[config.mk]
export PLATFORM = sky130hd
export DESIGN_NAME = window_motion_direction_core
export DESIGN_NICKNAME = d
export VERILOG_FILES = /design/src/rtl/wmd_pkg.sv /design/src/rtl/window_motion_direction_core.sv /design/src/rtl/wmd_ram.sv /design/src/rtl/wmd_subunit.sv /design/src/rtl/wmd_engine.sv
export SDC_FILE = /design/constraint.sdc
export NUM_CORES = 1
export LEC_CHECK = 0
export BUFFER_PORTS_ARGS = -buffer_cell sky130_fd_sc_hd__buf_2
export CAP_MARGIN = 15
export CORE_MARGIN = 4
export CORE_UTILIZATION = 43
export CTS_CLUSTER_SIZE = 24
export DETAILED_ROUTE_END_ITERATION = 6
export PLACE_DENSITY = 0.69
export SYNTH_ARGS = -nofsm -noshare
export SYNTH_HDL_FRONTEND = slang
export SYNTH_SLANG_ARGS = --single-unit
export TNS_END_PERCENT = 5
[constraint.sdc]
create_clock -name clock -period 23.2 [get_ports clock]
set_input_delay 1.16 -clock clock [delete_from_list [all_inputs] [get_ports clock]]
set_output_delay 1.16 -clock clock [all_outputs]
set_load 0.02 [all_outputs]
[src/rtl/wmd_pkg.sv]
// Shared types and constants for the window motion direction block.
// Used by every module of the block but wmd_ram; depends on nothing.
`default_nettype none

package wmd_pkg;

   localparam int HISTORY_DEPTH = 8;
   localparam int COORD_BITS    = 12;

   localparam int PTR_W  = $clog2(HISTORY_DEPTH);
   localparam int FILL_W = $clog2(HISTORY_DEPTH + 1);
   localparam int DIFF_W = COORD_BITS + 1;
   localparam int SQ_W   = 2 * COORD_BITS;
   localparam int LEN_W  = 2 * COORD_BITS + 1;
   localparam int SUB_W  = 2 * COORD_BITS + 2;

   // Squared unit component d*d*2^28/len2 never exceeds 2^28.
   localparam int QUO_BITS = 29;
   localparam int QUO_W    = QUO_BITS + 1;
   localparam int ROOT_W   = 15;
   localparam int CNT_W    = $clog2(QUO_BITS + 1);
   localparam int DIR_W    = 16;

   localparam logic signed [DIR_W-1:0] DIR_ONE = 16'sd16384;

   typedef enum logic [1:0] {
      ST_FILLING   = 2'd0,
      ST_NEW       = 2'd1,
      ST_NO_MOTION = 2'd2
   } status_type;

   typedef struct packed {
      logic                     start;
      logic signed [DIFF_W-1:0] dx;
      logic signed [DIFF_W-1:0] dy;
   } eng_req_type;

   typedef struct packed {
      logic                    done;
      logic signed [DIR_W-1:0] dir_x;
      logic signed [DIR_W-1:0] dir_y;
   } eng_rsp_type;

endpackage

`default_nettype wire

[src/rtl/window_motion_direction_core.sv]
// Top level: position history, handshakes and result register of the
// motion direction block. Uses wmd_pkg, wmd_ram and wmd_engine.
//
//   channel | dir | ports                                | content
//   req     | in  | req_tvalid, req_tready, req_tdata    | pos_x, pos_y
//   rsp     | out | rsp_tvalid, rsp_tready, rsp_tdata,   | dir_x, dir_y; status
//           |     | rsp_tuser                            |
//
// While the history fills, an accepted beat goes straight to the emit state.
// Once full, a zero displacement goes via the read state to emit; a new direction
// is set by 29 division steps plus 15 square-root steps per component, all on
// one shared subtractor. One item is in work at a time; req_tready is low
// until its result sits in the output register, which a stalled rsp holds.
// Reset is synchronous and clears history fill, pointer and held direction.
`default_nettype none

module window_motion_direction_core (
   input  wire logic        clock,
   input  wire logic        reset,
   input  wire logic        req_tvalid,
   output logic             req_tready,
   input  wire logic [23:0] req_tdata,   // [11:0] pos_x, [23:12] pos_y
   output logic             rsp_tvalid,
   input  wire logic        rsp_tready,
   output logic      [31:0] rsp_tdata,   // [15:0] dir_x, [31:16] dir_y
   output logic      [1:0]  rsp_tuser    // [1:0] status
);

   typedef enum logic [1:0] {
      S_IDLE,
      S_READ,
      S_CALC,
      S_EMIT
   } top_state_type;

   localparam int C = wmd_pkg::COORD_BITS;

   top_state_type state_ff, state_in;

   logic [wmd_pkg::PTR_W-1:0]  wp_ff, wp_in;
   logic [wmd_pkg::FILL_W-1:0] fill_ff, fill_in;
   logic [C-1:0]               new_x_ff, new_x_in, new_y_ff, new_y_in;
   logic signed [wmd_pkg::DIR_W-1:0] held_x_ff, held_x_in, held_y_ff, held_y_in;
   wmd_pkg::status_type        status_ff, status_in;
   logic                       rsp_valid_ff, rsp_valid_in;
   logic [31:0]                rsp_data_ff, rsp_data_in;
   logic [1:0]                 rsp_user_ff, rsp_user_in;

   logic                       accept;
   logic [wmd_pkg::PTR_W-1:0]  wp_next;
   logic                       full_after;
   logic [2*C-1:0]             rd_data;
   logic signed [wmd_pkg::DIFF_W-1:0] dx, dy;
   wmd_pkg::eng_req_type       eng_req;
   wmd_pkg::eng_rsp_type       eng_rsp;

   assign req_tready = (state_ff == S_IDLE);
   assign accept     = req_tvalid & req_tready;

   assign wp_next = (wp_ff == wmd_pkg::PTR_W'(wmd_pkg::HISTORY_DEPTH - 1))
                    ? '0 : wp_ff + 1'b1;
   assign full_after = (fill_ff >= wmd_pkg::FILL_W'(wmd_pkg::HISTORY_DEPTH - 1));

   // After the write, the slot past the pointer holds the oldest position.
   wmd_ram #(
      .WIDTH (2 * C),
      .DEPTH (wmd_pkg::HISTORY_DEPTH)
   ) u_hist (
      .clock   (clock),
      .wr_en   (accept),
      .wr_addr (wp_ff),
      .wr_data ({req_tdata[12 +: C], req_tdata[C-1:0]}),
      .rd_en   (accept),
      .rd_addr (wp_next),
      .rd_data (rd_data)
   );

   assign dx = $signed({1'b0, new_x_ff}) - $signed({1'b0, rd_data[C-1:0]});
   assign dy = $signed({1'b0, new_y_ff}) - $signed({1'b0, rd_data[2*C-1:C]});

   assign eng_req.start = (state_ff == S_READ) && ((dx != '0) || (dy != '0));
   assign eng_req.dx    = dx;
   assign eng_req.dy    = dy;

   wmd_engine u_engine (
      .clock   (clock),
      .reset   (reset),
      .eng_req (eng_req),
      .eng_rsp (eng_rsp)
   );

   always_comb begin
      state_in     = state_ff;
      wp_in        = wp_ff;
      fill_in      = fill_ff;
      new_x_in     = new_x_ff;
      new_y_in     = new_y_ff;
      held_x_in    = held_x_ff;
      held_y_in    = held_y_ff;
      status_in    = status_ff;
      rsp_valid_in = rsp_valid_ff & ~rsp_tready;
      rsp_data_in  = rsp_data_ff;
      rsp_user_in  = rsp_user_ff;

      unique case (state_ff)
         S_IDLE: begin
            if (accept) begin
               new_x_in = req_tdata[C-1:0];
               new_y_in = req_tdata[12 +: C];
               wp_in    = wp_next;
               if (fill_ff != wmd_pkg::FILL_W'(wmd_pkg::HISTORY_DEPTH)) begin
                  fill_in = fill_ff + 1'b1;
               end
               if (full_after) begin
                  state_in = S_READ;
               end else begin
                  status_in = wmd_pkg::ST_FILLING;
                  state_in  = S_EMIT;
               end
            end
         end
         S_READ: begin
            if (eng_req.start) begin
               state_in = S_CALC;
            end else begin
               status_in = wmd_pkg::ST_NO_MOTION;
               state_in  = S_EMIT;
            end
         end
         S_CALC: begin
            if (eng_rsp.done) begin
               held_x_in = eng_rsp.dir_x;
               held_y_in = eng_rsp.dir_y;
               status_in = wmd_pkg::ST_NEW;
               state_in  = S_EMIT;
            end
         end
         S_EMIT: begin
            // Wait for the output register to drain before loading it.
            if (!rsp_valid_ff || rsp_tready) begin
               rsp_valid_in = 1'b1;
               rsp_data_in  = {held_y_ff, held_x_ff};
               rsp_user_in  = status_ff;
               state_in     = S_IDLE;
            end
         end
         default: begin
            state_in = S_IDLE;
         end
      endcase
   end

   always_ff @(posedge clock) begin
      if (reset) begin
         state_ff     <= S_IDLE;
         wp_ff        <= '0;
         fill_ff      <= '0;
         held_x_ff    <= '0;
         held_y_ff    <= '0;
         rsp_valid_ff <= 1'b0;
      end else begin
         state_ff     <= state_in;
         wp_ff        <= wp_in;
         fill_ff      <= fill_in;
         held_x_ff    <= held_x_in;
         held_y_ff    <= held_y_in;
         rsp_valid_ff <= rsp_valid_in;
      end
      new_x_ff    <= new_x_in;
      new_y_ff    <= new_y_in;
      status_ff   <= status_in;
      rsp_data_ff <= rsp_data_in;
      rsp_user_ff <= rsp_user_in;
   end

   assign rsp_tvalid = rsp_valid_ff;
   assign rsp_tdata  = rsp_data_ff;
   assign rsp_tuser  = rsp_user_ff;

endmodule

`default_nettype wire

[src/rtl/wmd_ram.sv]
// Generic single-write, single-read RAM with registered read data.
// Standalone; no package dependency.
`default_nettype none

module wmd_ram #(
   parameter int WIDTH = 24,
   parameter int DEPTH = 8
) (
   input  wire logic                     clock,
   input  wire logic                     wr_en,
   input  wire logic [$clog2(DEPTH)-1:0] wr_addr,
   input  wire logic [WIDTH-1:0]         wr_data,
   input  wire logic                     rd_en,
   input  wire logic [$clog2(DEPTH)-1:0] rd_addr,
   output logic      [WIDTH-1:0]         rd_data
);

   logic [WIDTH-1:0] mem_ff [DEPTH];
   logic [WIDTH-1:0] rd_data_ff;

   always_ff @(posedge clock) begin
      if (wr_en) begin
         mem_ff[wr_addr] <= wr_data;
      end
      if (rd_en) begin
         rd_data_ff <= mem_ff[rd_addr];
      end
   end

   assign rd_data = rd_data_ff;

endmodule

`default_nettype wire

[src/rtl/wmd_subunit.sv]
// Shared subtract-and-compare unit used by both division and square root.
// Depends on wmd_pkg for the operand width.
`default_nettype none

module wmd_subunit (
   input  wire logic [wmd_pkg::SUB_W-1:0] op_a,
   input  wire logic [wmd_pkg::SUB_W-1:0] op_b,
   output logic      [wmd_pkg::SUB_W-1:0] diff,
   output logic                           ge
);

   logic [wmd_pkg::SUB_W:0] wide_diff;

   assign wide_diff = {1'b0, op_a} - {1'b0, op_b};
   assign diff      = wide_diff[wmd_pkg::SUB_W-1:0];
   assign ge        = ~wide_diff[wmd_pkg::SUB_W];

endmodule

`default_nettype wire

[src/rtl/wmd_engine.sv]
// Sequencer that turns a displacement into a Q1.14 unit direction.
// Uses wmd_pkg and one wmd_subunit for restoring division and square root.
`default_nettype none

module wmd_engine (
   input  wire logic                 clock,
   input  wire logic                 reset,
   input  wire wmd_pkg::eng_req_type eng_req,
   output wmd_pkg::eng_rsp_type      eng_rsp
);

   typedef enum logic [2:0] {
      E_IDLE,
      E_SQX,
      E_SQY,
      E_LEN,
      E_DIV_LOAD,
      E_DIV,
      E_SQRT
   } eng_state_type;

   eng_state_type state_ff, state_in;

   logic [wmd_pkg::COORD_BITS-1:0] mag_x_ff, mag_x_in, mag_y_ff, mag_y_in;
   logic                           neg_x_ff, neg_x_in, neg_y_ff, neg_y_in;
   logic [wmd_pkg::SQ_W-1:0]       sq_x_ff, sq_x_in, sq_y_ff, sq_y_in;
   logic [wmd_pkg::LEN_W-1:0]      len2_ff, len2_in;
   logic [wmd_pkg::LEN_W-1:0]      rem_ff, rem_in;
   logic                           lsb_ff, lsb_in;
   logic [wmd_pkg::QUO_W-1:0]      quo_ff, quo_in;
   logic [wmd_pkg::SUB_W-3:0]      srem_ff, srem_in;
   logic [wmd_pkg::ROOT_W-1:0]     root_ff, root_in;
   logic [wmd_pkg::CNT_W-1:0]      cnt_ff, cnt_in;
   logic                           comp_ff, comp_in;
   logic                           done_ff, done_in;
   logic signed [wmd_pkg::DIR_W-1:0] dir_x_ff, dir_x_in, dir_y_ff, dir_y_in;

   logic [wmd_pkg::COORD_BITS-1:0] mul_op;
   logic [wmd_pkg::SQ_W-1:0]       product;
   logic [wmd_pkg::SQ_W-1:0]       sq_sel;
   logic [wmd_pkg::SUB_W-1:0]      op_a, op_b, diff;
   logic                           ge;
   logic [wmd_pkg::ROOT_W-1:0]     root_final;
   logic signed [wmd_pkg::DIR_W-1:0] dir_pos, dir_neg;
   logic                           div_first;
   logic [wmd_pkg::DIFF_W-1:0]     abs_dx, abs_dy;

   assign abs_dx = eng_req.dx[wmd_pkg::DIFF_W-1] ? -eng_req.dx : eng_req.dx;
   assign abs_dy = eng_req.dy[wmd_pkg::DIFF_W-1] ? -eng_req.dy : eng_req.dy;

   assign mul_op  = (state_ff == E_SQX) ? mag_x_ff : mag_y_ff;
   assign product = mul_op * mul_op;
   assign sq_sel  = comp_ff ? sq_y_ff : sq_x_ff;

   // Only the first division step shifts in the low bit of the square.
   assign div_first = (cnt_ff == wmd_pkg::CNT_W'(wmd_pkg::QUO_BITS));

   always_comb begin
      if (state_ff == E_DIV) begin
         op_a = {rem_ff, div_first & lsb_ff};
         op_b = wmd_pkg::SUB_W'(len2_ff);
      end else begin
         op_a = {srem_ff, quo_ff[wmd_pkg::QUO_W-1 -: 2]};
         op_b = wmd_pkg::SUB_W'({root_ff, 2'b01});
      end
   end

   wmd_subunit u_sub (
      .op_a (op_a),
      .op_b (op_b),
      .diff (diff),
      .ge   (ge)
   );

   assign root_final = {root_ff[wmd_pkg::ROOT_W-2:0], ge};
   assign dir_pos    = wmd_pkg::DIR_W'(root_final);
   assign dir_neg    = -dir_pos;

   always_comb begin
      state_in = state_ff;
      mag_x_in = mag_x_ff;
      mag_y_in = mag_y_ff;
      neg_x_in = neg_x_ff;
      neg_y_in = neg_y_ff;
      sq_x_in  = sq_x_ff;
      sq_y_in  = sq_y_ff;
      len2_in  = len2_ff;
      rem_in   = rem_ff;
      lsb_in   = lsb_ff;
      quo_in   = quo_ff;
      srem_in  = srem_ff;
      root_in  = root_ff;
      cnt_in   = cnt_ff;
      comp_in  = comp_ff;
      done_in  = 1'b0;
      dir_x_in = dir_x_ff;
      dir_y_in = dir_y_ff;

      unique case (state_ff)
         E_IDLE: begin
            if (eng_req.start) begin
               mag_x_in = abs_dx[wmd_pkg::COORD_BITS-1:0];
               mag_y_in = abs_dy[wmd_pkg::COORD_BITS-1:0];
               neg_x_in = eng_req.dx[wmd_pkg::DIFF_W-1];
               neg_y_in = eng_req.dy[wmd_pkg::DIFF_W-1];
               state_in = E_SQX;
            end
         end
         E_SQX: begin
            sq_x_in  = product;
            state_in = E_SQY;
         end
         E_SQY: begin
            sq_y_in  = product;
            state_in = E_LEN;
         end
         E_LEN: begin
            len2_in  = {1'b0, sq_x_ff} + {1'b0, sq_y_ff};
            comp_in  = 1'b0;
            state_in = E_DIV_LOAD;
         end
         E_DIV_LOAD: begin
            // Top bits of d*d*2^28 are already below len2.
            rem_in   = wmd_pkg::LEN_W'(sq_sel >> 1);
            lsb_in   = sq_sel[0];
            quo_in   = '0;
            cnt_in   = wmd_pkg::CNT_W'(wmd_pkg::QUO_BITS);
            state_in = E_DIV;
         end
         E_DIV: begin
            rem_in = ge ? diff[wmd_pkg::LEN_W-1:0] : op_a[wmd_pkg::LEN_W-1:0];
            quo_in = {quo_ff[wmd_pkg::QUO_W-2:0], ge};
            cnt_in = cnt_ff - 1'b1;
            if (cnt_ff == wmd_pkg::CNT_W'(1)) begin
               srem_in  = '0;
               root_in  = '0;
               cnt_in   = wmd_pkg::CNT_W'(wmd_pkg::ROOT_W);
               state_in = E_SQRT;
            end
         end
         E_SQRT: begin
            srem_in = ge ? diff[wmd_pkg::SUB_W-3:0] : op_a[wmd_pkg::SUB_W-3:0];
            root_in = root_final;
            quo_in  = {quo_ff[wmd_pkg::QUO_W-3:0], 2'b00};
            cnt_in  = cnt_ff - 1'b1;
            if (cnt_ff == wmd_pkg::CNT_W'(1)) begin
               if (!comp_ff) begin
                  dir_x_in = neg_x_ff ? dir_neg : dir_pos;
                  comp_in  = 1'b1;
                  state_in = E_DIV_LOAD;
               end else begin
                  dir_y_in = neg_y_ff ? dir_neg : dir_pos;
                  done_in  = 1'b1;
                  state_in = E_IDLE;
               end
            end
         end
         default: begin
            state_in = E_IDLE;
         end
      endcase
   end

   always_ff @(posedge clock) begin
      if (reset) begin
         state_ff <= E_IDLE;
         done_ff  <= 1'b0;
         comp_ff  <= 1'b0;
      end else begin
         state_ff <= state_in;
         done_ff  <= done_in;
         comp_ff  <= comp_in;
      end
      mag_x_ff <= mag_x_in;
      mag_y_ff <= mag_y_in;
      neg_x_ff <= neg_x_in;
      neg_y_ff <= neg_y_in;
      sq_x_ff  <= sq_x_in;
      sq_y_ff  <= sq_y_in;
      len2_ff  <= len2_in;
      rem_ff   <= rem_in;
      lsb_ff   <= lsb_in;
      quo_ff   <= quo_in;
      srem_ff  <= srem_in;
      root_ff  <= root_in;
      cnt_ff   <= cnt_in;
      dir_x_ff <= dir_x_in;
      dir_y_ff <= dir_y_in;
   end

   assign eng_rsp.done  = done_ff;
   assign eng_rsp.dir_x = dir_x_ff;
   assign eng_rsp.dir_y = dir_y_ff;

endmodule

`default_nettype wire

==> run summary <==
Clock Tree Root = clkbuf_16
CP max-delay cell = mux2i_1
WHS Endpoint = rsp_tdata[1]
Core area = 65,900 um^2
Slowest Stage Delay on Critical Path = 0.84 ns
Finished Cell Area = 31,900 um^2
Horiz. Die Dim = 266 um
R2r endpoint = u_engine.sq_y_ff[23]
Clock latency on the worst-skew pair = 0.62 ns
Synth unique cells = 73
Initial antenna violation count = 1
Multi-input gate area = 11,400 um^2
Syn nets = 2,617
WP data arrival = 8.54 ns
HP Start = held_x_ff[1]
F_max = 0.122 GHz
Number of synthesized register bits = 552
Register area = 16,100 um^2
GRT Overall Usage = 16.7%
Post-synthesis sequential area ratio = 56.3%
H-tree level count = 2
Routability cong. = 0.850
CP startpoint = u_engine.state_ff[0]
Crit Path Max Fanout = 37
IO Port Bufs = 63
Worst Skew = 0.0309 ns
Cts repair resizes = 0
Grt ovf = 0
Final setup TNS = 0 ns
Primary FF master, synth = edfxtp_1
Hold_ws = 0.425 ns
Post-Syn Area = 28,600 um^2
Hold Path Depth = 0
DP Area = 29,900 um^2
First drt pass iteration count = 6
Worst Tran Pin Value = 1.05 ns
First-pass GRT wire length = 96,200 um
Nets@finish = 2,672
Status = complete, no violations
Starting Density = 43.4%
Post-synth EDFFs = 505
Num ports = 64
CTS tree = built
Hold buffer count at CTS = 0
HP Class = register to register
Largest net degree at the start of global routing = 84
Layout cell share with drive strength beyond 1 = 10.8%
Vias in the first global route = 18,309
Post-CTS setup buffer count = 0
Clock buffer count from CTS = 57
Sink Count = 552
Slew HR = 29.8%
Final Setup Violations = 0
Count of final max-slew check failures = 0
Max clock buf depth = 3
Type of the worst setup path = register to register
Flop-to-flop setup slack = 15.00 ns
Reg-to-reg startpoint = u_engine.state_ff[0]
Drt drc = 0
Syn Inst Count = 2,363
Final hold vios = 0
Worst setup SP type = register
Die Ht = 266 um
Crit. End Element = register
RSZ-0062 raised after global routing = no
Ys Warns = 0
Wire per inst = 17.8 um
FILL cells = 5,778
Core Util, Final = 48.4%
Clock Pin Slew Worst Setup and Hold Paths = 0.06 ns
FFs w/ async S/R, synth = 0%
Final period util = 35.4%
Mean Syn Cell Area = 12.1 um^2
Maxcap violations = 0
Full die area = 70,700 um^2
Worst-case reg-to-reg path depth = 25
Routed vias = 17,681
Antenna viol nets, final = 0
DRT iter0 DRCs = 1,285
Row count = 94
CP required = 23.54 ns
Via/cell ratio = 5.31
Synthesis-to-finish area growth = 11.6%
HPWL after DPL = 40,300 um
Min cycle time layout = 8.20 ns
Overall routed net length = 59,100 um
## cells in the mapped netlist, types with 8 or more instances
master	number	area [um^2]
mux2i_1	33	330
nand2b_1	21	131
nor3_1	22	110
or3_1	16	100
xnor2_1	95	832
a31oi_1	11	68.8
buf_1	12	45.0
inv_1	214	803
a21o_1	15	113
dfxtp_1	47	941
o22ai_1	21	131
clkbuf_1	77	289
nor2_1	180	676
o21a_1	13	97.6
and3_1	8	50.1
xor2_1	27	236
edfxtp_1	505	15200
a211oi_1	34	255
nand3_1	25	125
fa_1	85	1700
a22o_1	28	245
mux2_2	29	327
o21ai_0	88	440
and2_1	19	119
mux4_2	24	541
a21oi_1	147	736
o21bai_1	10	75.1
ha_1	141	1760
nand2_1	287	1080
nor2b_1	36	225
## routing by layer
| metal | wire (um) | up-vias | global-route usage, % |
|---|---|---|---|
| li1 | - | 8490 | - |
| met1 | 25400 | 8722 | 21.3 |
| met2 | 30000 | 355 | 29.9 |
| met3 | 2140 | 114 | 2.32 |
| met4 | 1610 | 0 | 5.06 |
| met5 | 0 | - | 0 |
## sequential cells by signal (all words and copies together), names as in the netlist, 3 cells and up
| name | cells |
|---|---|
| held_x_ff | 16 |
| u_engine.quo_ff | 30 |
| rsp_tdata | 32 |
| u_engine.srem_ff | 24 |
| u_engine.state_ff | 3 |
| u_engine.root_ff | 15 |
| u_engine.dir_y_ff | 16 |
| fill_ff | 4 |
| held_y_ff | 16 |
| u_engine.mag_x_ff | 12 |
| wp_ff | 3 |
| u_engine.dir_x_ff | 16 |
| u_engine.sq_x_ff | 23 |
| u_engine.cnt_ff | 5 |
| new_x_ff | 12 |
| u_engine.len2_ff | 25 |
| u_engine.mag_y_ff | 12 |
| new_y_ff | 12 |
| u_engine.rem_ff | 25 |
| u_hist.mem_ff | 192 |
| u_hist.rd_data | 24 |
| u_engine.sq_y_ff | 23 |
## critical path, delay by kind of cell (launching register included)
kind / cells / cell delay (ns)
simple gates: 3 / 0.54
buf+inv: 6 / 0.85
compound gates: 8 / 2.03
mux: 1 / 0.84
fa+ha+maj: 6 / 2.89
xor+xnor: 1 / 0.11
flops: 1 / 0.66
## worst max-delay path by stage
stage	endpoint
after floorplan	u_engine.sq_x_ff[23]
after global placement	u_engine.sq_x_ff[22]
after detailed placement	u_engine.sq_x_ff[23]
after CTS	u_engine.sq_y_ff[23]
after global routing	u_engine.sq_x_ff[23]
final	u_engine.sq_y_ff[23]
## per-stage QoR
stage	std cells	worst slack [ns]
finish	3331	15.00
global route	3330	14.49
CTS	3328	15.03
detailed placement	3221	15.06
global placement	3221	15.39
floorplan	2363	15.27
## cells by family (layout without fill, tap and decap cells)
group	Yosys count	after routing	share of synthesized area [%]
AO/OA/AOI/OAI	430	430	9.68
XOR/XNOR	122	122	3.74
adder cells (fa/ha/maj)	226	226	12.1
buffers and inverters	308	411	4.07
flip-flops	552	552	56.3
multiplexers	86	86	4.19
other	0	1	0
AND/OR/NAND/NOR	639	639	9.86
## layout by cell type (no fill, tap or decap), types with 7 or more instances in the layout
cell type	instances
a211oi_1	34
a21o_1	15
a21oi_1	147
a22o_1	28
a31oi_1	11
and2_1	18
and3_1	8
buf_2	63
buf_4	22
bufinv_16	8
clkbuf_1	8
clkbuf_16	59
clkinv_1	11
clkinv_2	14
dfxtp_1	46
edfxtp_1	505
fa_1	85
ha_1	140
inv_1	213
mux2_2	29
mux2i_1	33
mux4_2	24
nand2_1	287
nand2b_1	21
nand3_1	25
nor2_1	174
nor2b_1	34
nor3_1	17
o21a_1	13
o21ai_0	88
o21bai_1	10
o22ai_1	21
o31a_1	7
or3_1	16
xnor2_1	95
xor2_1	27
## layout make-up
| class | count | share of cell area, % |
|---|---|---|
| Inverter | 217 | 2.55 |
| Multi-Input combinational cell | 1503 | 35.8 |
| Sequential cell | 552 | 50.5 |
| Clock inverter | 36 | 1.27 |
| Timing Repair Buffer | 87 | 1.58 |
| Antenna cell | 1 | 0.00784 |
| Clock buffer | 71 | 4.89 |
| Tap cell | 864 | 3.39 |
Power is left out: the tool's default activity adds up to more than one toggle a clock period on the data nets, which glitch-free logic cannot reach.
